**src/rtl/ird_pkg.sv**
```systemverilog
package ird_pkg;

	localparam int VALUE_BITS = 32;
	localparam int VALUE_W = 32;
	localparam int RADIX_W = 5;
	localparam int DIGIT_W = 4;
	localparam int CHAR_W = 7;
	localparam int ADDR_W = $clog2(VALUE_BITS);
	localparam int COUNT_W = $clog2(VALUE_BITS + 1);

	localparam logic [RADIX_W-1:0] RADIX_MIN = RADIX_W'(2);
	localparam logic [RADIX_W-1:0] RADIX_MAX = RADIX_W'(16);
	localparam logic [CHAR_W-1:0] CHAR_ZERO = CHAR_W'(48);
	localparam logic [CHAR_W-1:0] CHAR_A_OFS = CHAR_W'(55);

	typedef enum logic [2:0] {
		S_IDLE,
		S_CHECK,
		S_DIV,
		S_STORE,
		S_RD,
		S_OUT
	} state_t;

	typedef struct packed {
		logic load;
		logic clear;
		logic step;
	} div_ctrl_t;

	function automatic logic [RADIX_W-1:0] eff_radix(input logic [RADIX_W-1:0] r);
		logic [RADIX_W-1:0] res;
		if (r < RADIX_MIN) begin
			res = RADIX_MIN;
		end else if (r > RADIX_MAX) begin
			res = RADIX_MAX;
		end else begin
			res = r;
		end
		return res;
	endfunction

	function automatic logic [CHAR_W-1:0] ascii_of(input logic [DIGIT_W-1:0] d);
		logic [CHAR_W-1:0] res;
		if (d < DIGIT_W'(10)) begin
			res = CHAR_ZERO + CHAR_W'(d);
		end else begin
			res = CHAR_A_OFS + CHAR_W'(d);
		end
		return res;
	endfunction

endpackage

```
**src/rtl/ird_value_if.sv**
```systemverilog
interface ird_value_if
	import ird_pkg::*;
();
	logic valid;
	logic ready;
	logic [VALUE_W-1:0] value;

	modport source (output valid, output value, input ready);
	modport sink (input valid, input value, output ready);
endinterface

```
**src/rtl/ird_digit_if.sv**
```systemverilog
interface ird_digit_if
	import ird_pkg::*;
();
	logic valid;
	logic ready;
	logic [CHAR_W-1:0] digit_char;
	logic [DIGIT_W-1:0] digit_value;
	logic last_digit;

	modport source (output valid, output digit_char, output digit_value, output last_digit,
		input ready);
	modport sink (input valid, input digit_char, input digit_value, input last_digit,
		output ready);
endinterface

```
**src/rtl/ird_divider.sv**
```systemverilog
module ird_divider
	import ird_pkg::*;
(
	input  logic clk,
	input  logic arst_n,
	input  div_ctrl_t ctrl,
	input  logic [VALUE_BITS-1:0] load_val,
	input  logic [RADIX_W-1:0] base,
	output logic q_zero,
	output logic [DIGIT_W-1:0] rem
);

	logic [VALUE_BITS-1:0] quot_q;
	logic [RADIX_W-1:0] rem_q;
	logic [RADIX_W-1:0] rem_shift;
	logic ge;

	// Restoring division, one quotient bit per cycle. The remainder stays
	// below the base, so five bits hold the shifted partial remainder.
	assign rem_shift = {rem_q[RADIX_W-2:0], quot_q[VALUE_BITS-1]};
	assign ge = (rem_shift >= base);

	always_ff @(posedge clk or negedge arst_n) begin
		if (!arst_n) begin
			quot_q <= '0;
			rem_q <= '0;
		end else begin
			if (ctrl.load) begin
				quot_q <= load_val;
			end else if (ctrl.step) begin
				quot_q <= {quot_q[VALUE_BITS-2:0], ge};
			end
			if (ctrl.clear) begin
				rem_q <= '0;
			end else if (ctrl.step) begin
				rem_q <= ge ? (rem_shift - base) : rem_shift;
			end
		end
	end

	assign q_zero = (quot_q == '0);
	assign rem = rem_q[DIGIT_W-1:0];

endmodule

```
**src/rtl/ird_digit_mem.sv**
```systemverilog
module ird_digit_mem
	import ird_pkg::*;
(
	input  logic clk,
	input  logic we,
	input  logic [ADDR_W-1:0] waddr,
	input  logic [DIGIT_W-1:0] wdata,
	input  logic [ADDR_W-1:0] raddr,
	output logic [DIGIT_W-1:0] rdata
);

	logic [DIGIT_W-1:0] digits_q [VALUE_BITS];
	logic [DIGIT_W-1:0] rdata_q;

	always_ff @(posedge clk) begin
		if (we) begin
			digits_q[waddr] <= wdata;
		end
	end

	always_ff @(posedge clk) begin
		rdata_q <= digits_q[raddr];
	end

	assign rdata = rdata_q;

endmodule

```
**src/rtl/integer_to_radix_digits.sv**
```systemverilog
// Converts one unsigned integer to digits of a base from 2 to 16.
//
// The src channel takes one 32-bit value per beat. The dst channel gives one
// beat per digit, most significant first: the ASCII character, the digit's
// value, and last_digit set on the final, least significant digit. A value of
// zero gives the single digit '0'. The radix register is written with
// radix_we; values below 2 act as 2 and values above 16 act as 16.
//
// Each digit costs one division pass through a bit-serial divider of one
// quotient bit per cycle (test, 32 steps, store), plus one final test
// state. The digits are then read back from the digit memory, each through
// a read state and an output state, as its read port is registered. One
// value is converted at a time.
//
// Reset clears the control state and sets the radix to 2. When the receiver
// stalls, the current digit is held in the output register and the readout
// waits; the last digit may still be waiting when the next value is taken.
module integer_to_radix_digits
	import ird_pkg::*;
(
	input  logic clk,
	input  logic arst_n,
	input  logic radix_we,
	input  logic [RADIX_W-1:0] radix,
	ird_value_if.sink src,
	ird_digit_if.source dst
);

	state_t state_q, state_d;
	logic [RADIX_W-1:0] radix_q;
	logic [COUNT_W-1:0] count_q, count_d;
	logic [ADDR_W-1:0] bit_q, bit_d;
	logic [ADDR_W-1:0] rd_ptr_q, rd_ptr_d;
	logic out_valid_q, out_valid_d;
	logic [DIGIT_W-1:0] out_digit_q;
	logic out_last_q;
	logic out_load;
	logic [COUNT_W-1:0] cnt_m1;

	div_ctrl_t div_ctrl;
	logic q_zero;
	logic [DIGIT_W-1:0] rem;
	logic mem_we;
	logic [DIGIT_W-1:0] mem_wdata;
	logic [DIGIT_W-1:0] mem_rdata;

	ird_divider u_div (
		.clk      (clk),
		.arst_n   (arst_n),
		.ctrl     (div_ctrl),
		.load_val (VALUE_BITS'(src.value)),
		.base     (eff_radix(radix_q)),
		.q_zero   (q_zero),
		.rem      (rem)
	);

	ird_digit_mem u_mem (
		.clk   (clk),
		.we    (mem_we),
		.waddr (count_q[ADDR_W-1:0]),
		.wdata (mem_wdata),
		.raddr (rd_ptr_q),
		.rdata (mem_rdata)
	);

	assign cnt_m1 = count_q - COUNT_W'(1);

	always_comb begin
		state_d = state_q;
		count_d = count_q;
		bit_d = bit_q;
		rd_ptr_d = rd_ptr_q;
		div_ctrl = '0;
		mem_we = 1'b0;
		mem_wdata = rem;
		out_load = 1'b0;
		src.ready = 1'b0;
		unique case (state_q)
			S_IDLE: begin
				src.ready = 1'b1;
				if (src.valid) begin
					div_ctrl.load = 1'b1;
					count_d = '0;
					state_d = S_CHECK;
				end
			end
			S_CHECK: begin
				if (q_zero || count_q == COUNT_W'(VALUE_BITS)) begin
					if (count_q == '0) begin
						// Zero input still yields one digit.
						mem_we = 1'b1;
						mem_wdata = '0;
						count_d = COUNT_W'(1);
						rd_ptr_d = '0;
					end else begin
						rd_ptr_d = cnt_m1[ADDR_W-1:0];
					end
					state_d = S_RD;
				end else begin
					div_ctrl.clear = 1'b1;
					bit_d = '0;
					state_d = S_DIV;
				end
			end
			S_DIV: begin
				div_ctrl.step = 1'b1;
				bit_d = bit_q + ADDR_W'(1);
				if (bit_q == ADDR_W'(VALUE_BITS - 1)) begin
					state_d = S_STORE;
				end
			end
			S_STORE: begin
				mem_we = 1'b1;
				count_d = count_q + COUNT_W'(1);
				state_d = S_CHECK;
			end
			S_RD: begin
				state_d = S_OUT;
			end
			S_OUT: begin
				if (!out_valid_q || dst.ready) begin
					out_load = 1'b1;
					if (rd_ptr_q == '0) begin
						state_d = S_IDLE;
					end else begin
						rd_ptr_d = rd_ptr_q - ADDR_W'(1);
						state_d = S_RD;
					end
				end
			end
			default: begin
				state_d = S_IDLE;
			end
		endcase
	end

	always_comb begin
		out_valid_d = out_valid_q;
		if (out_load) begin
			out_valid_d = 1'b1;
		end else if (dst.ready) begin
			out_valid_d = 1'b0;
		end
	end

	always_ff @(posedge clk or negedge arst_n) begin
		if (!arst_n) begin
			state_q <= S_IDLE;
			radix_q <= RADIX_MIN;
			count_q <= '0;
			bit_q <= '0;
			rd_ptr_q <= '0;
			out_valid_q <= 1'b0;
		end else begin
			state_q <= state_d;
			if (radix_we) begin
				radix_q <= radix;
			end
			count_q <= count_d;
			bit_q <= bit_d;
			rd_ptr_q <= rd_ptr_d;
			out_valid_q <= out_valid_d;
		end
	end

	always_ff @(posedge clk) begin
		if (out_load) begin
			out_digit_q <= mem_rdata;
			out_last_q <= (rd_ptr_q == '0);
		end
	end

	assign dst.valid = out_valid_q;
	assign dst.digit_value = out_digit_q;
	assign dst.digit_char = ascii_of(out_digit_q);
	assign dst.last_digit = out_last_q;

endmodule
```
**src/flat_wrapper.sv**
```systemverilog
// flat-port wrapper written by rule: the top's interface ports become plain ports
module integer_to_radix_digits_flat import ird_pkg::*;
  (clk, arst_n, radix_we, radix, src_valid, src_value, src_ready, dst_valid, dst_digit_char, dst_digit_value, dst_last_digit, dst_ready);
  ird_value_if src_i ();
  ird_digit_if dst_i ();
  input  logic clk;
  input  logic arst_n;
  input  logic radix_we;
  input  logic [RADIX_W-1:0] radix;
  input wire logic [$bits(src_i.valid)-1:0] src_valid;
  input wire logic [$bits(src_i.value)-1:0] src_value;
  output wire logic [$bits(src_i.ready)-1:0] src_ready;
  output wire logic [$bits(dst_i.valid)-1:0] dst_valid;
  output wire logic [$bits(dst_i.digit_char)-1:0] dst_digit_char;
  output wire logic [$bits(dst_i.digit_value)-1:0] dst_digit_value;
  output wire logic [$bits(dst_i.last_digit)-1:0] dst_last_digit;
  input wire logic [$bits(dst_i.ready)-1:0] dst_ready;
  assign src_i.valid = src_valid;
  assign src_i.value = src_value;
  assign src_ready = src_i.ready;
  assign dst_valid = dst_i.valid;
  assign dst_digit_char = dst_i.digit_char;
  assign dst_digit_value = dst_i.digit_value;
  assign dst_last_digit = dst_i.last_digit;
  assign dst_i.ready = dst_ready;
  integer_to_radix_digits u_core (.clk(clk), .arst_n(arst_n), .radix_we(radix_we), .radix(radix), .src(src_i), .dst(dst_i));
endmodule
```
**config.mk**
```make
export PLATFORM = sky130hd
export DESIGN_NAME = integer_to_radix_digits_flat
export DESIGN_NICKNAME = d
export VERILOG_FILES = /design/src/rtl/ird_pkg.sv /design/src/rtl/ird_value_if.sv /design/src/rtl/ird_digit_if.sv /design/src/rtl/ird_divider.sv /design/src/rtl/ird_digit_mem.sv /design/src/rtl/integer_to_radix_digits.sv /design/src/flat_wrapper.sv
export SDC_FILE = /design/constraint.sdc
export NUM_CORES = 1
export LEC_CHECK = 0
export ABC_AREA = 1
export BUFFER_PORTS_ARGS = -buffer_cell sky130_fd_sc_hd__buf_4
export CORE_UTILIZATION = 25
export CTS_BUF_LIST = sky130_fd_sc_hd__clkbuf_16
export CTS_CLUSTER_SIZE = 14
export DETAILED_ROUTE_END_ITERATION = 7
export PLACE_DENSITY = 0.42
export SYNTH_ARGS = -nofsm -noshare
export SYNTH_HDL_FRONTEND = slang
export SYNTH_SLANG_ARGS = --single-unit
```
**constraint.sdc**
```tcl
create_clock -name clk -period 1.9 [get_ports clk]
set_clock_uncertainty 0.1 [all_clocks]
set_input_delay 0.38 -clock clk [delete_from_list [all_inputs] [get_ports clk]]
set_output_delay 0.38 -clock clk [all_outputs]
set_load 0.005 [all_outputs]
```
* After elaboration in Yosys (flattened, before gate mapping) *
Memories as Yosys holds them, arrays and structs flattened. A register that Yosys moved wholly into a read port is not among the register bits.
Cells that the tools add are included.

storage, ports and cells
  register bits after elaboration = 66
  memory bits (writable) = 128
  logic and storage cells = 96
  memories = 1

memories
  memory                 depth  bits a word  read ports  clocked after Yosys merged registers in  write ports  line                 RTL
  u_core.u_mem.digits_q  32     4            1           1                                        1            ird_digit_mem.sv:12  logic [DIGIT_W-1:0] digits_q [VALUE_BITS];

cells by class
  $add $sub $neg = 7
  $lt $le $gt $ge = 4
  equality and inequality tests = 14
  mux-type cells = 43
  reductions and logical operators = 17

operator list
  cell                                                   number
  two-way mux 32 bit                                     2
  two-way mux 5 bit                                      7
  zero test 32 bit                                       1
  two-way mux 4 bit                                      6
  case mux 5 bit (2 select lines)                        2
  two-way mux 6 bit                                      3
  case mux 3 bit (6 select lines)                        1
  case mux 6 bit (3 select lines)                        1
  two-way mux 3 bit                                      5
  adder 6 x 4 -> 7 bit, first input constant             2
  two-way mux 1 bit                                      14
  nonzero test 2 bit                                     5
  subtractor 5 x 1 -> 5 bit, second input constant       2
  inequality test 2 x 1 -> 1 bit, second input constant  4
  AND reduction 4 bit                                    2
  two-way mux 7 bit                                      1
  adder 6 x 1 -> 6 bit, second input constant            1
  == test 3 x 2 -> 1 bit, second input constant          2
  == test 3 bit, second input constant                   2
  == test 6 bit, second input constant                   1
  zero test 6 bit                                        1
  inequality test 2 bit, second input constant           3
  adder 5 x 1 -> 5 bit, second input constant            1
  == test 5 bit, second input constant                   1
  14 further kinds                                       15

* Logic depth before layout (Yosys ltp) *
Gate-level depths: netlist (run 1).

  depth after elaboration = 7
  depth in mapped cells = 13

* Modules after synthesis *
A second synthesis (run 1) with hierarchy kept.

unflattened totals
  cell total of the unflattened synthesis = 950
  area, all modules = 9265.1 µm²

modules (own cells, without submodules)
  module                   instances  cells an instance  area each (µm²)  sequential area each (µm²)
  ird_digit_mem            1          486                5496.5           3923.8
  ird_divider              1          215                1914.3           900.9
  integer_to_radix_digits  1          249                1854.3           777.0

* Worst setup path before layout (run 1) *
No wires, ideal clock.

  path type = register to register
  from = reg u_core.count_q[0]
  to = mem u_core.u_mem.digits_q[17][0], enable pin
  setup time = 0.339 ns
  arrival time = 1.662 ns
  data required time = 1.461 ns
  setup slack = -0.202 ns
  stages on the path, launching flop included = 9
  buffers on the path = 2
  cell sequence = dfrtp_1 inv_1 ha_1 buf_2 inv_1 nor2_4 nand4_4 buf_6 a21oi_1

between the ends
  longest elaborated chain between the ends = 6

RTL lines
  what                                                          line                                                          RTL
  start, declared                                               integer_to_radix_digits.sv:31                                 logic [COUNT_W-1:0] count_q, count_d;
  start signal, assigned                                        integer_to_radix_digits.sv:159                                count_q <= count_d;
  zero test 6 bit / == test 6 bit (equally long branches)       integer_to_radix_digits.sv:89, integer_to_radix_digits.sv:88
  two-way mux 1 bit / logical OR 1 bit (equally long branches)  integer_to_radix_digits.sv:89, integer_to_radix_digits.sv:88
  two-way mux 1 bit                                             integer_to_radix_digits.sv:88                                 if (q_zero || count_q == COUNT_W'(VALUE_BITS)) begin
  case mux 1 bit (2 select lines)                               integer_to_radix_digits.sv:78                                 unique case (state_q)
  two-way mux 1 bit                                             ird_digit_mem.sv:16                                           if (we) begin
  two-way mux 1 bit (implied by the code)                       ird_digit_mem.sv:17                                           digits_q[waddr] <= wdata;
  end, declared                                                 ird_digit_mem.sv:12

Parallel ways exist; a longest one is shown, timed or not.

* Final worst setup path (run 1) *
  from = reg u_core.u_div.quot_q[14]
  to = mem u_core.u_mem.digits_q[29][0], data pin

between the ends
  longest elaborated chain between the ends = 4

RTL lines
  what                           line                           RTL
  start, declared                ird_divider.sv:13              logic [VALUE_BITS-1:0] quot_q;
  start signal, assigned         ird_divider.sv:29              quot_q <= load_val;
  start signal, assigned         ird_divider.sv:31              quot_q <= {quot_q[VALUE_BITS-2:0], ge};
  zero test 32 bit               ird_divider.sv:41              assign q_zero = (quot_q == '0);
  logical OR 1 bit               integer_to_radix_digits.sv:88
  two-way mux 4 bit              integer_to_radix_digits.sv:88
  two-way mux 4 bit              integer_to_radix_digits.sv:78
  named net u_core.mem_wdata[0]  integer_to_radix_digits.sv:44  logic [DIGIT_W-1:0] mem_wdata;

The timed path passes the listed nets, and every way through them passes these cells.

==> results of run 1 <==
## logic make-up (layout without fill, tap and decap cells)
| group | after synthesis | in the layout | synth area share |
|---|---|---|---|
| adders and majority gates | 14 | 14 | 0.0195 |
| xor gates and xnor gates | 4 | 4 | 0.00374 |
| DFF | 198 | 198 | 0.598 |
| buffers and inverters | 129 | 276 | 0.0623 |
| and+or+nand+nor | 474 | 474 | 0.214 |
| AOI/OAI and AO/OA | 136 | 136 | 0.0992 |
| muxes | 2 | 2 | 0.00241 |
## worst max-delay path: stages (launching register included)
cell       delay [ns]
dfrtp_1          0.39
nor2_2           0.13
nand2_2          0.09
nor2_4           0.12
nand2_2          0.08
nor2_4           0.13
nand4_4          0.14
buf_12           0.18
clkbuf_16        0.18
nand2_8          0.08
inv_8            0.05
clkbuf_16        0.16
## worst paths after layout
path                                         start                           end  cells past startpoint
max                        u_core.u_div.quot_q[14]  u_core.u_mem.digits_q[29][0]                     11
min                                   src_value[6]        u_core.u_div.quot_q[6]                      3
min reg2reg                  u_core.u_mem.rdata[2]     u_core.dst.digit_value[2]                      0
min in group asynchronous                   arst_n              u_core.dst.valid                      2
max reg2reg                u_core.u_div.quot_q[14]  u_core.u_mem.digits_q[29][0]                     11
max in group asynchronous                   arst_n            u_core.rd_ptr_q[4]                      3
## Yosys cell counts (2+ instances only)
| cell | n |
|---|---|
| mux2_2 | 2 |
| nor2_2 | 3 |
| buf_2 | 25 |
| dfxtp_1 | 4 |
| nand2_1 | 295 |
| nor2_1 | 50 |
| nand2_2 | 4 |
| o21ai_1 | 2 |
| buf_1 | 5 |
| nor2_4 | 5 |
| o221ai_1 | 29 |
| buf_4 | 9 |
| a21oi_1 | 47 |
| buf_6 | 4 |
| nor3_1 | 4 |
| or2_2 | 3 |
| nand3_1 | 107 |
| o22ai_1 | 3 |
| ha_1 | 13 |
| xor2_1 | 3 |
| inv_2 | 10 |
| o31ai_1 | 4 |
| a21oi_2 | 20 |
| dfrtp_1 | 60 |
| clkbuf_1 | 8 |
| inv_1 | 66 |
| edfxtp_1 | 133 |
| o211ai_1 | 4 |
| o21ai_0 | 19 |
## report_power, final
| part | internal, mW | switching [mW] | total [mW] |
|---|---|---|---|
| Clock | 1.76 | 1.85 | 3.61 |
| Combinational | 2.99 | 4.72 | 7.71 |
| Sequential | 5.56 | 0.385 | 5.94 |
| Total | 10.3 | 6.95 | 17.3 |
## layer usage
metal / global-route usage / part of all wire
met5: 0 / 0
met4: 0.0324 / 0.0067
met3: 0.0223 / 0.033
met2: 0.221 / 0.48
met1: 0.183 / 0.48
## state kept, by name, summed over array words and instances (netlist names)
register,cells
u_core.bit_q,5
u_core.count_q,6
u_core.dst.digit_value,4
u_core.dst.last_digit,1
u_core.dst.valid,1
u_core.radix_q,5
u_core.rd_ptr_q,5
u_core.state_q,3
u_core.u_div.quot_q,32
u_core.u_div.rem_q,4
u_core.u_mem.digits_q,128
u_core.u_mem.rdata,4
## layout make-up
class / count / area, µm²
Clock buffer: 17 / 425
Clock inverter: 15 / 151
Fill cell: 3717 / 24300
Inverter: 77 / 323
Multi-Input combinational cell: 630 / 3630
Sequential cell: 198 / 5600
Tap cell: 468 / 586
Timing Repair Buffer: 167 / 1690
## through the flow
step | utilization | area [µm²]
after detailed placement | 0.298 | 10900
final | 0.338 | 12400
after floorplan | - | 9420
after global placement | 0.298 | 10900
after CTS | 0.316 | 11600
after global routing | 0.338 | 12400
## what timing repair did
action,in CTS,in global routing
buffers inserted,6,11
resized for setup,17,107
gates cloned,0,13
hold buffers,1,0
setup endpoints to repair,268,279
pin swaps,5,24
hold endpoints to repair,24,0
==> results by group, run 1 <==
STA
  – Final hold vios: 0
  – Peak Freq: 0.480 GHz
  – Final Max Tran Viols: 0
  – Min Hold Slack: 0.0439 ns
  – Final period utilization: 1.10
  – Period minus WS final: 2.08 ns
  – Slew HR: 0.730
  – Worst-Margin Slew: 0.405 ns
  – Final setup violation count: 225
  – Unrepaired setup endpoints after global routing: yes
  – Setup ws final: -0.183 ns
  – Setup_tns: -22.41 ns

Global routing
  – Largest net degree at the start of global routing: 50
  – Initial antenna violation count: 0
  – First-pass GRT wire length: 39200 µm
  – Vias in the first global route: 6916
  – Gr ovfl total: 0
  – GR Util All Layers: 0.134

Yosys
  – Post-synth top area cell: edfxtp_1
  – Cells after Synth: 957
  – Top post-synthesis cells by area: edfxtp_1 (43%), dfrtp_1 (16%), nand2_1 (12%)
  – Yosys top cell area share: 0.427
  – Share of flip-flops with an asynchronous set or reset: 0.308
  – Synthesized area: 9360 µm²
  – #FFs+latches synth: 198
  – Sequential fraction of the synthesis area: 0.598
  – Yosys warns: 0
  – Syn_nets: 1013
  – Synth unique cells: 45
  – Avg Inst Size Synth: 9.78 µm²
  – Synth Flop Type: edfxtp_1
  – Number of enable flip-flop cells after synthesis: 133

Run
  – Max-cap viol count: 0

Clock tree
  – Clk sinks: 198
  – Clock Tree Buf Depth: 2
  – H-tree Lvls: 4
  – CTS tree: built
  – Clk_lat worst skew: 0.45 ns
  – Total CTS buffers: 17
  – Clk pin slew, worst setup/hold paths: 0.08 ns
  – CTS root buf: clkbuf_16

Floorplanning
  – Number of cell rows: 70
  – Starting Density: 0.255
  – DIE AREA: 38200 µm²
  – Die width: 195 µm
  – Die Y-Extent: 195 µm
  – Core box area: 36700 µm²
  – IO Pins: 56

Finish
  – Layout cells sized above 1: 0.287
  – Most common cell after layout, fill and taps aside: nand2_1
  – Final std cells w/o fill: 1572
  – Post-layout nets: 1147
  – Area delta synth->final: 32.6%
  – Antenna cells: 0
  – Most frequent cells in the layout: nand2_1 (280), edfxtp_1 (133), buf_4 (127), nand3_1 (104), dfrtp_1 (59)

Pwr
  – Leakage: 4.91 nW
  – PwrDens: 1390 nW/µm²
  – VDD IR max: 0.709 mV
  – Total power: 17.3 mW

Route
  – Wire length per cell: 16.9 µm
  – Routed WL: 26600 µm
  – 1st-pass router iterations: 5
  – Via density: 4.52
  – 1st-iter DRT viols: 473
  – DRC: 0
  – Routed Antenna Nets: 0
  – Vias post-DR: 7107

Worst setup path
  – Startpoint types: register
  – R2R setup slack: -0.18 ns
  – Worst path required time: 2.00 ns
  – Critical-path maximum fanout: 8
  – CP endpoint kind: register
  – CP arrival: 2.18 ns
  – Setup CP Type: register to register

Run status
  – Status: finished, violations left
  – Failing checks: setup timing

Placed design
  – Hpwl dp: 16500 µm
  – Post-place setup slack: -0.233 ns
  – Port bufs: 55
  – Placed Cells: 1511
  – Gpl congestion: 0.740

Worst hold path
  – Worst hold path class: primary input to register
Note: power is estimated with default switching activity, not from simulation.
==> run 2: changes to the inputs <==
--- a/config.mk
+++ b/config.mk
@@ -5,13 +5,13 @@
 export SDC_FILE = /design/constraint.sdc
 export NUM_CORES = 1
 export LEC_CHECK = 0
-export ABC_AREA = 1
+export ABC_AREA = 0
 export BUFFER_PORTS_ARGS = -buffer_cell sky130_fd_sc_hd__buf_4
-export CORE_UTILIZATION = 25
+export CORE_UTILIZATION = 54
 export CTS_BUF_LIST = sky130_fd_sc_hd__clkbuf_16
 export CTS_CLUSTER_SIZE = 14
 export DETAILED_ROUTE_END_ITERATION = 7
-export PLACE_DENSITY = 0.42
+export PLACE_DENSITY = 0.76
 export SYNTH_ARGS = -nofsm -noshare
 export SYNTH_HDL_FRONTEND = slang
 export SYNTH_SLANG_ARGS = --single-unit
==> results by group, run 2 <==
Worst setup path
  – Startpoint types: register (unchanged)
  – CP endpoint kind: register (unchanged)
  – Reg2reg end: u_core.u_mem.digits_q[25][2] (was u_core.u_mem.digits_q[29][0])
  – R2R Path Start: u_core.u_div.quot_q[15] (was u_core.u_div.quot_q[14])
  – R2R setup slack: -0.45 ns (was -0.18 ns)
  – Setup CP Type: register to register (unchanged)
  – Critical-path maximum fanout: 8 (unchanged)
  – R2R cell count: 7 (was 11)
  – CP arrival: 2.39 ns (was 2.18 ns)
  – Worst path required time: 1.94 ns (was 2.00 ns)

Yosys
  – Sequential fraction of the synthesis area: 0.653 (was 0.598)
  – Avg Inst Size Synth: 14.0 µm² (was 9.78 µm²)
  – Share of flip-flops with an asynchronous set or reset: 0.308 (unchanged)
  – Syn_nets: 667 (was 1013)
  – Cell with the most instances after synthesis: edfxtp_1 (was nand2_1)
  – Synthesized area: 8580 µm² (was 9360 µm²)
  – Cells after Synth: 611 (was 957)
  – Number of enable flip-flop cells after synthesis: 133 (unchanged)
  – Yosys warns: 0 (unchanged)
  – Top post-synthesis cells by count: edfxtp_1 (133), nand2_1 (91), dfrtp_1 (60) (was nand2_1 (295), edfxtp_1 (133), nand3_1 (107))
  – Post-synth top area cell: edfxtp_1 (unchanged)
  – #FFs+latches synth: 198 (unchanged)
  – Yosys top cell area share: 0.466 (was 0.427)
  – Top post-synthesis cells by area: edfxtp_1 (47%), dfrtp_1 (18%), mux4_2 (11%) (was edfxtp_1 (43%), dfrtp_1 (16%), nand2_1 (12%))
  – Synth Flop Type: edfxtp_1 (unchanged)
  – Synth unique cells: 49 (was 45)

Pwr
  – VDD IR max: 1.30 mV (was 0.709 mV)
  – Leakage: 4.46 nW (was 4.91 nW)
  – PwrDens: 1510 nW/µm² (was 1390 nW/µm²)
  – Total power: 17.7 mW (was 17.3 mW)

Global routing
  – First-pass GRT wire length: 31700 µm (was 39200 µm)
  – Met1 Use GR: 0.317 (was 0.183)
  – Vias in the first global route: 5946 (was 6916)
  – Grt peak-use layer: met2 (unchanged)
  – Largest net degree at the start of global routing: 33 (was 50)
  – Met3 GRT Util: 0.0451 (was 0.0223)
  – Gr ovfl total: 0 (unchanged)
  – GR Util met2: 0.472 (was 0.221)
  – Initial antenna violation count: 0 (unchanged)
  – GR Util All Layers: 0.265 (was 0.134)

Finish
  – Largest reg by FF count: u_core.u_mem.digits_q (unchanged)
  – Area delta synth->final: 36.2% (was 32.6%)
  – Most common cell after layout, fill and taps aside: buf_4 (was nand2_1)
  – Max FFs per register: 128 (unchanged)
  – Antenna cells: 0 (unchanged)
  – Layout cells sized above 1: 0.457 (was 0.287)
  – Finished Core Util: 0.760 (was 0.338)
  – Most frequent cells in the layout: buf_4 (149), edfxtp_1 (133), nand2_1 (87), dfrtp_1 (59), mux4_2 (40) (was nand2_1 (280), edfxtp_1 (133), buf_4 (127), nand3_1 (104), dfrtp_1 (59))
  – Post-layout nets: 840 (was 1147)
  – Final std cells w/o fill: 1008 (was 1572)
  – Post-route cell area: 11700 µm² (was 12400 µm²)
  – Largest regs: u_core.u_mem.digits_q: 128 flops, u_core.u_div.quot_q: 32 flops, u_core.count_q: 6 flops (unchanged)

Route
  – DRC: 0 (unchanged)
  – 1st-iter DRT viols: 639 (was 473)
  – Routed Antenna Nets: 0 (unchanged)
  – Vias post-DR: 6155 (was 7107)
  – 1st-pass router iterations: 5 (unchanged)
  – Via density: 6.11 (was 4.52)
  – Routed WL: 23700 µm (was 26600 µm)
  – Wire length per cell: 23.6 µm (was 16.9 µm)

Clock tree
  – CTS tree: built (unchanged)
  – CTS root buf: clkbuf_16 (unchanged)
  – Clk_lat worst skew: 0.45 ns (about the same)
  – H-tree Lvls: 4 (unchanged)
  – Clk pin slew, worst setup/hold paths: 0.08 ns (about the same)
  – Clk sinks: 198 (unchanged)
  – Clock Tree Buf Depth: 2 (unchanged)
  – Total CTS buffers: 17 (unchanged)

STA
  – Setup ws final: -0.446 ns (was -0.183 ns)
  – Unrepaired setup endpoints after global routing: yes (unchanged)
  – Final setup violation count: 280 (was 225)
  – Setup_tns: -103.48 ns (was -22.41 ns)
  – Min Hold Slack: 0.0573 ns (was 0.0439 ns)
  – Final Max Tran Viols: 0 (unchanged)
  – Worst-Margin Slew: 0.727 ns (was 0.405 ns)
  – Period minus WS final: 2.35 ns (was 2.08 ns)
  – Slew HR: 0.514 (was 0.730)
  – Final period utilization: 1.23 (was 1.10)
  – Final hold vios: 0 (unchanged)
  – Peak Freq: 0.426 GHz (was 0.480 GHz)

Placed design
  – Post-place setup slack: -0.578 ns (was -0.233 ns)
  – Area post-placement: 10300 µm² (was 10900 µm²)
  – Placed Cells: 942 (was 1511)
  – Hpwl dp: 13300 µm (was 16500 µm)
  – Port bufs: 55 (unchanged)
  – Gpl congestion: 0.821 (was 0.740)

Worst hold path
  – Hold path depth: 3 (unchanged)
  – WHS Endpoint: u_core.u_div.quot_q[9] (was u_core.u_div.quot_q[6])
  – Worst hold path class: primary input to register (unchanged)
  – HP Start: src_value[9] (was src_value[6])

Floorplanning
  – Core box area: 15400 µm² (was 36700 µm²)
  – DIE AREA: 16400 µm² (was 38200 µm²)
  – IO Pins: 56 (unchanged)
  – Number of cell rows: 45 (was 70)
  – Starting Density: 0.558 (was 0.255)
  – Die Y-Extent: 128 µm (was 195 µm)
  – Die width: 128 µm (was 195 µm)

Run
  – Max-cap viol count: 0 (unchanged)

Run status
  – Failing checks: setup timing (unchanged)
  – Status: finished, violations left (unchanged)
==> run 2: per-layer routing <==
| layer | wire, µm | share of wire |
|---|---|---|
| met1 | 8700 | 0.37 |
| met2 | 12600 | 0.53 |
| met3 | 1430 | 0.060 |
| met4 | 1060 | 0.045 |
| met5 | 0 | 0 |
==> run 2: logic make-up (layout without fill, tap and decap cells) <==
| family | after synthesis | after routing | share of synthesized area |
|---|---|---|---|
| flops | 198 | 198 | 0.653 |
| compound gates | 105 | 106 | 0.0795 |
| simple gates | 194 | 194 | 0.102 |
| fa+ha+maj | 14 | 14 | 0.0213 |
| xor+xnor | 5 | 5 | 0.00511 |
| buf+inv | 45 | 230 | 0.0210 |
| mux | 50 | 50 | 0.118 |
==> run 2: area by class of cell <==
type	instances	area [µm²]
clock buffer	17	425
clock inverter	15	186
fill	888	3690
inverter	19	76.3
multi-input combinational	369	3520
sequential	198	5600
tap	211	264
timing repair buffer	179	1610
==> run 2: repair_timing <==
| item | 4_1_cts | 5_1_grt |
|---|---|---|
| hold buffers | 1 | 0 |
| buffers inserted | 13 | 9 |
| gates cloned | 1 | 12 |
| gates resized for setup | 35 | 62 |
| hold endpoints to repair | 28 | 0 |
| pin swaps | 15 | 31 |
| endpoints found under the setup margin | 288 | 290 |
==> run 2: critical path: stages (launching register included) <==
cell,delay (ns)
dfrtp_1,0.42
nor4_4,0.31
nand4_1,0.13
buf_4,0.18
nor4_4,0.30
buf_12,0.18
o21ai_4,0.20
nor2_4,0.23
==> run 2: power by group <==
group	internal, mW	switching, mW	total, mW
Sequential	5.57	0.515	6.09
Combinational	3.82	4.04	7.87
Clock	2.00	1.73	3.73
Total	11.4	6.29	17.7
==> run 2: how the worst max path moves through the flow <==
stage                                       start  slack, ns                            to
after CTS                  u_core.u_div.quot_q[1]      -0.43  u_core.u_mem.digits_q[26][1]
after global routing      u_core.u_div.quot_q[15]      -0.51  u_core.u_mem.digits_q[10][3]
after floorplan                 u_core.count_q[0]      -0.70   u_core.u_mem.digits_q[0][0]
final                     u_core.u_div.quot_q[15]      -0.45  u_core.u_mem.digits_q[25][2]
after global placement    u_core.u_div.quot_q[10]      -0.48  u_core.u_mem.digits_q[15][1]
after detailed placement  u_core.u_div.quot_q[10]      -0.58   u_core.u_mem.digits_q[1][2]
==> run 3: changes to the inputs <==
--- a/config.mk
+++ b/config.mk
@@ -7,10 +7,12 @@
 export LEC_CHECK = 0
 export ABC_AREA = 0
 export BUFFER_PORTS_ARGS = -buffer_cell sky130_fd_sc_hd__buf_4
+export CORE_MARGIN = 3
 export CORE_UTILIZATION = 54
 export CTS_BUF_LIST = sky130_fd_sc_hd__clkbuf_16
 export CTS_CLUSTER_SIZE = 14
 export DETAILED_ROUTE_END_ITERATION = 7
+export MAX_ROUTING_LAYER = met4
 export PLACE_DENSITY = 0.76
 export SYNTH_ARGS = -nofsm -noshare
 export SYNTH_HDL_FRONTEND = slang
==> results by group, run 3 (synthesized netlist as in run 2, its figures left out) <==
Worst setup path
  – Critical-path maximum fanout: 8 (unchanged)
  – R2R Path Start: u_core.u_div.quot_q[15] (unchanged)
  – R2R cell count: 7 (unchanged)
  – CP endpoint kind: register (unchanged)
  – Biggest cell delay along the critical path: 0.42 ns (about the same)
  – Reg2reg end: u_core.u_mem.digits_q[14][2] (was u_core.u_mem.digits_q[25][2])
  – Slowest cell on crit path: dfrtp_1 (unchanged)
  – Worst path required time: 1.92 ns (was 1.94 ns)
  – Buf/Inv on CP: 2 (unchanged)
  – Setup CP Type: register to register (unchanged)
  – CP startpoint: u_core.u_div.quot_q[15] (unchanged)
  – Most common cell type on the critical path: nor4_4 (unchanged)
  – Crit path cell chain: nor4_4 > nand4_1 > buf_4 > nor4_4 > buf_12 > o21ai_4 > nor2_4 (unchanged)
  – CP arrival: 2.37 ns (was 2.39 ns)
  – Delay-heaviest family, CP: simple AND/OR/NAND/NOR gates (unchanged)
  – Startpoint types: register (unchanged)
  – R2R setup slack: -0.45 ns (about the same)

Route
  – Vias post-DR: 6001 (was 6155)
  – Via density: 5.95 (was 6.11)
  – 1st-iter DRT viols: 491 (was 639)
  – DRC: 0 (unchanged)
  – Routed Antenna Nets: 0 (unchanged)
  – 1st-pass router iterations: 5 (unchanged)
  – Routed WL: 22000 µm (was 23700 µm)
  – Wire length per cell: 21.8 µm (was 23.6 µm)

Finish
  – Most frequent cells in the layout: buf_4 (149), edfxtp_1 (133), nand2_1 (91), dfrtp_1 (59), mux4_2 (40) (was buf_4 (149), edfxtp_1 (133), nand2_1 (87), dfrtp_1 (59), mux4_2 (40))
  – Post-route cell area: 11600 µm² (was 11700 µm²)
  – Most common cell after layout, fill and taps aside: buf_4 (unchanged)
  – Finished Core Util: 0.754 (was 0.760)
  – Fillers: 918 (was 888)
  – Post-layout nets: 840 (unchanged)
  – Final std cells w/o fill: 1008 (unchanged)
  – Area delta synth->final: 35.1% (was 36.2%)
  – Largest regs: u_core.u_mem.digits_q: 128 flops, u_core.u_div.quot_q: 32 flops, u_core.count_q: 6 flops (unchanged)
  – Layout cells sized above 1: 0.447 (was 0.457)
  – Largest reg by FF count: u_core.u_mem.digits_q (unchanged)
  – Max FFs per register: 128 (unchanged)
  – Antenna cells: 0 (unchanged)

Global routing
  – GR Util met2: 0.400 (was 0.472)
  – First-pass GRT wire length: 31400 µm (was 31700 µm)
  – Largest net degree at the start of global routing: 33 (unchanged)
  – Vias in the first global route: 5878 (was 5946)
  – Met3 GRT Util: 0.0374 (was 0.0451)
  – GR Util All Layers: 0.239 (was 0.265)
  – Met1 Use GR: 0.307 (was 0.317)
  – Gr ovfl total: 0 (unchanged)
  – Grt peak-use layer: met2 (unchanged)
  – Initial antenna violation count: 0 (unchanged)

Clock tree
  – Clk sinks: 198 (unchanged)
  – Clk pin slew, worst setup/hold paths: 0.07 ns (was 0.08 ns)
  – CTS root buf: clkbuf_16 (unchanged)
  – Total CTS buffers: 17 (unchanged)
  – Clk_lat worst skew: 0.43 ns (was 0.45 ns)
  – H-tree Lvls: 4 (unchanged)
  – CTS tree: built (unchanged)
  – Clock Tree Buf Depth: 2 (unchanged)

Placed design
  – Port bufs: 55 (unchanged)
  – Post-place setup slack: -0.499 ns (was -0.578 ns)
  – Hpwl dp: 13500 µm (was 13300 µm)
  – Gpl congestion: 0.852 (was 0.821)
  – Placed Cells: 947 (was 942)
  – Area post-placement: 10400 µm² (was 10300 µm²)

STA
  – Final setup violation count: 278 (was 280)
  – Setup ws final: -0.451 ns (was -0.446 ns)
  – Period minus WS final: 2.35 ns (about the same)
  – Unrepaired setup endpoints after global routing: yes (unchanged)
  – Final hold vios: 0 (unchanged)
  – Final Max Tran Viols: 0 (unchanged)
  – Slew HR: 0.527 (was 0.514)
  – Final period utilization: 1.24 (was 1.23)
  – Peak Freq: 0.425 GHz (was 0.426 GHz)
  – Worst-Margin Slew: 0.707 ns (was 0.727 ns)

Floorplanning
  – Die Y-Extent: 132 µm (was 128 µm)
  – Starting Density: 0.558 (unchanged)
  – Number of cell rows: 45 (unchanged)
  – DIE AREA: 17400 µm² (was 16400 µm²)
  – Core box area: 15400 µm² (unchanged)
  – IO Pins: 56 (unchanged)
  – Die width: 132 µm (was 128 µm)

Pwr
  – Leakage: 4.44 nW (was 4.46 nW)
  – VDD IR max: 1.18 mV (was 1.30 mV)
  – PwrDens: 1490 nW/µm² (was 1510 nW/µm²)

Run status
  – Status: finished, violations left (unchanged)
  – Failing checks: setup timing (unchanged)

Run
  – Max-cap viol count: 0 (unchanged)

Worst hold path
  – Hold path depth: 3 (unchanged)
  – Worst hold path class: primary input to register (unchanged)
  – WHS Endpoint: u_core.u_div.quot_q[3] (was u_core.u_div.quot_q[9])
  – HP Start: src_value[3] (was src_value[9])
run 3: worst max-delay path by stage:
stage | end | cells past startpoint | slack, ns
2_1_floorplan | u_core.u_mem.digits_q[0][0] | 7 | -0.70
3_3_place_gp | u_core.u_mem.digits_q[15][0] | 6 | -0.46
3_5_place_dp | u_core.u_mem.digits_q[14][1] | 6 | -0.50
4_1_cts | u_core.u_mem.digits_q[18][2] | 7 | -0.40
5_1_grt | u_core.u_mem.digits_q[14][0] | 7 | -0.50
6_report | u_core.u_mem.digits_q[14][2] | 7 | -0.45
run 3: layout make-up:
type                       instances  area [µm²]  share of cell area
sequential                       198        5600               0.483
clock buffer                      17         425              0.0367
multi-input combinational        369        3470               0.299
timing repair buffer             179        1600               0.138
inverter                          19        76.3             0.00658
clock inverter                    15         160              0.0138
tap                              211         264              0.0228
run 3: layer usage:
metal,vias up,share of wire
li1,2675,-
met2,257,0.53
met1,3047,0.39
met4,0,0.016
met3,22,0.060
met5,-,0
run 3: repair_timing:
item / CTS / global route
resized for setup: 4 / 78
cloned: 1 / 8
hold buffers: 1 / 0
setup endpoints to repair: 288 / 289
buffers inserted: 1 / 19
pin swaps: 4 / 34
endpoints found under the hold margin: 30 / 0
run 3: power breakdown:
part           leakage (nW)  internal (mW)  switching (mW)
clock                 0.285           1.87            1.70
combinational          2.14           3.79            3.87
sequential             2.01           5.57           0.518
total                  4.44           11.2            6.09
run 3: tightest hold or removal path, stage by stage:
cell and delay, ns:
buf_4 0.08, a22oi_1 0.06, nand2_1 0.05
run 3: per-stage QoR:
step / setup TNS, ns / total power [mW] / hold WS, ns
global placement: -105.37 / 12.3 / 0.239
detailed placement: -111.46 / 12.5 / 0.247
CTS: -93.94 / 16.2 / 0.0542
global route: -110.40 / 18.1 / 0.0646
floorplan: -172.74 / 10.2 / -0.0156
finish: -96.60 / 17.3 / 0.0732
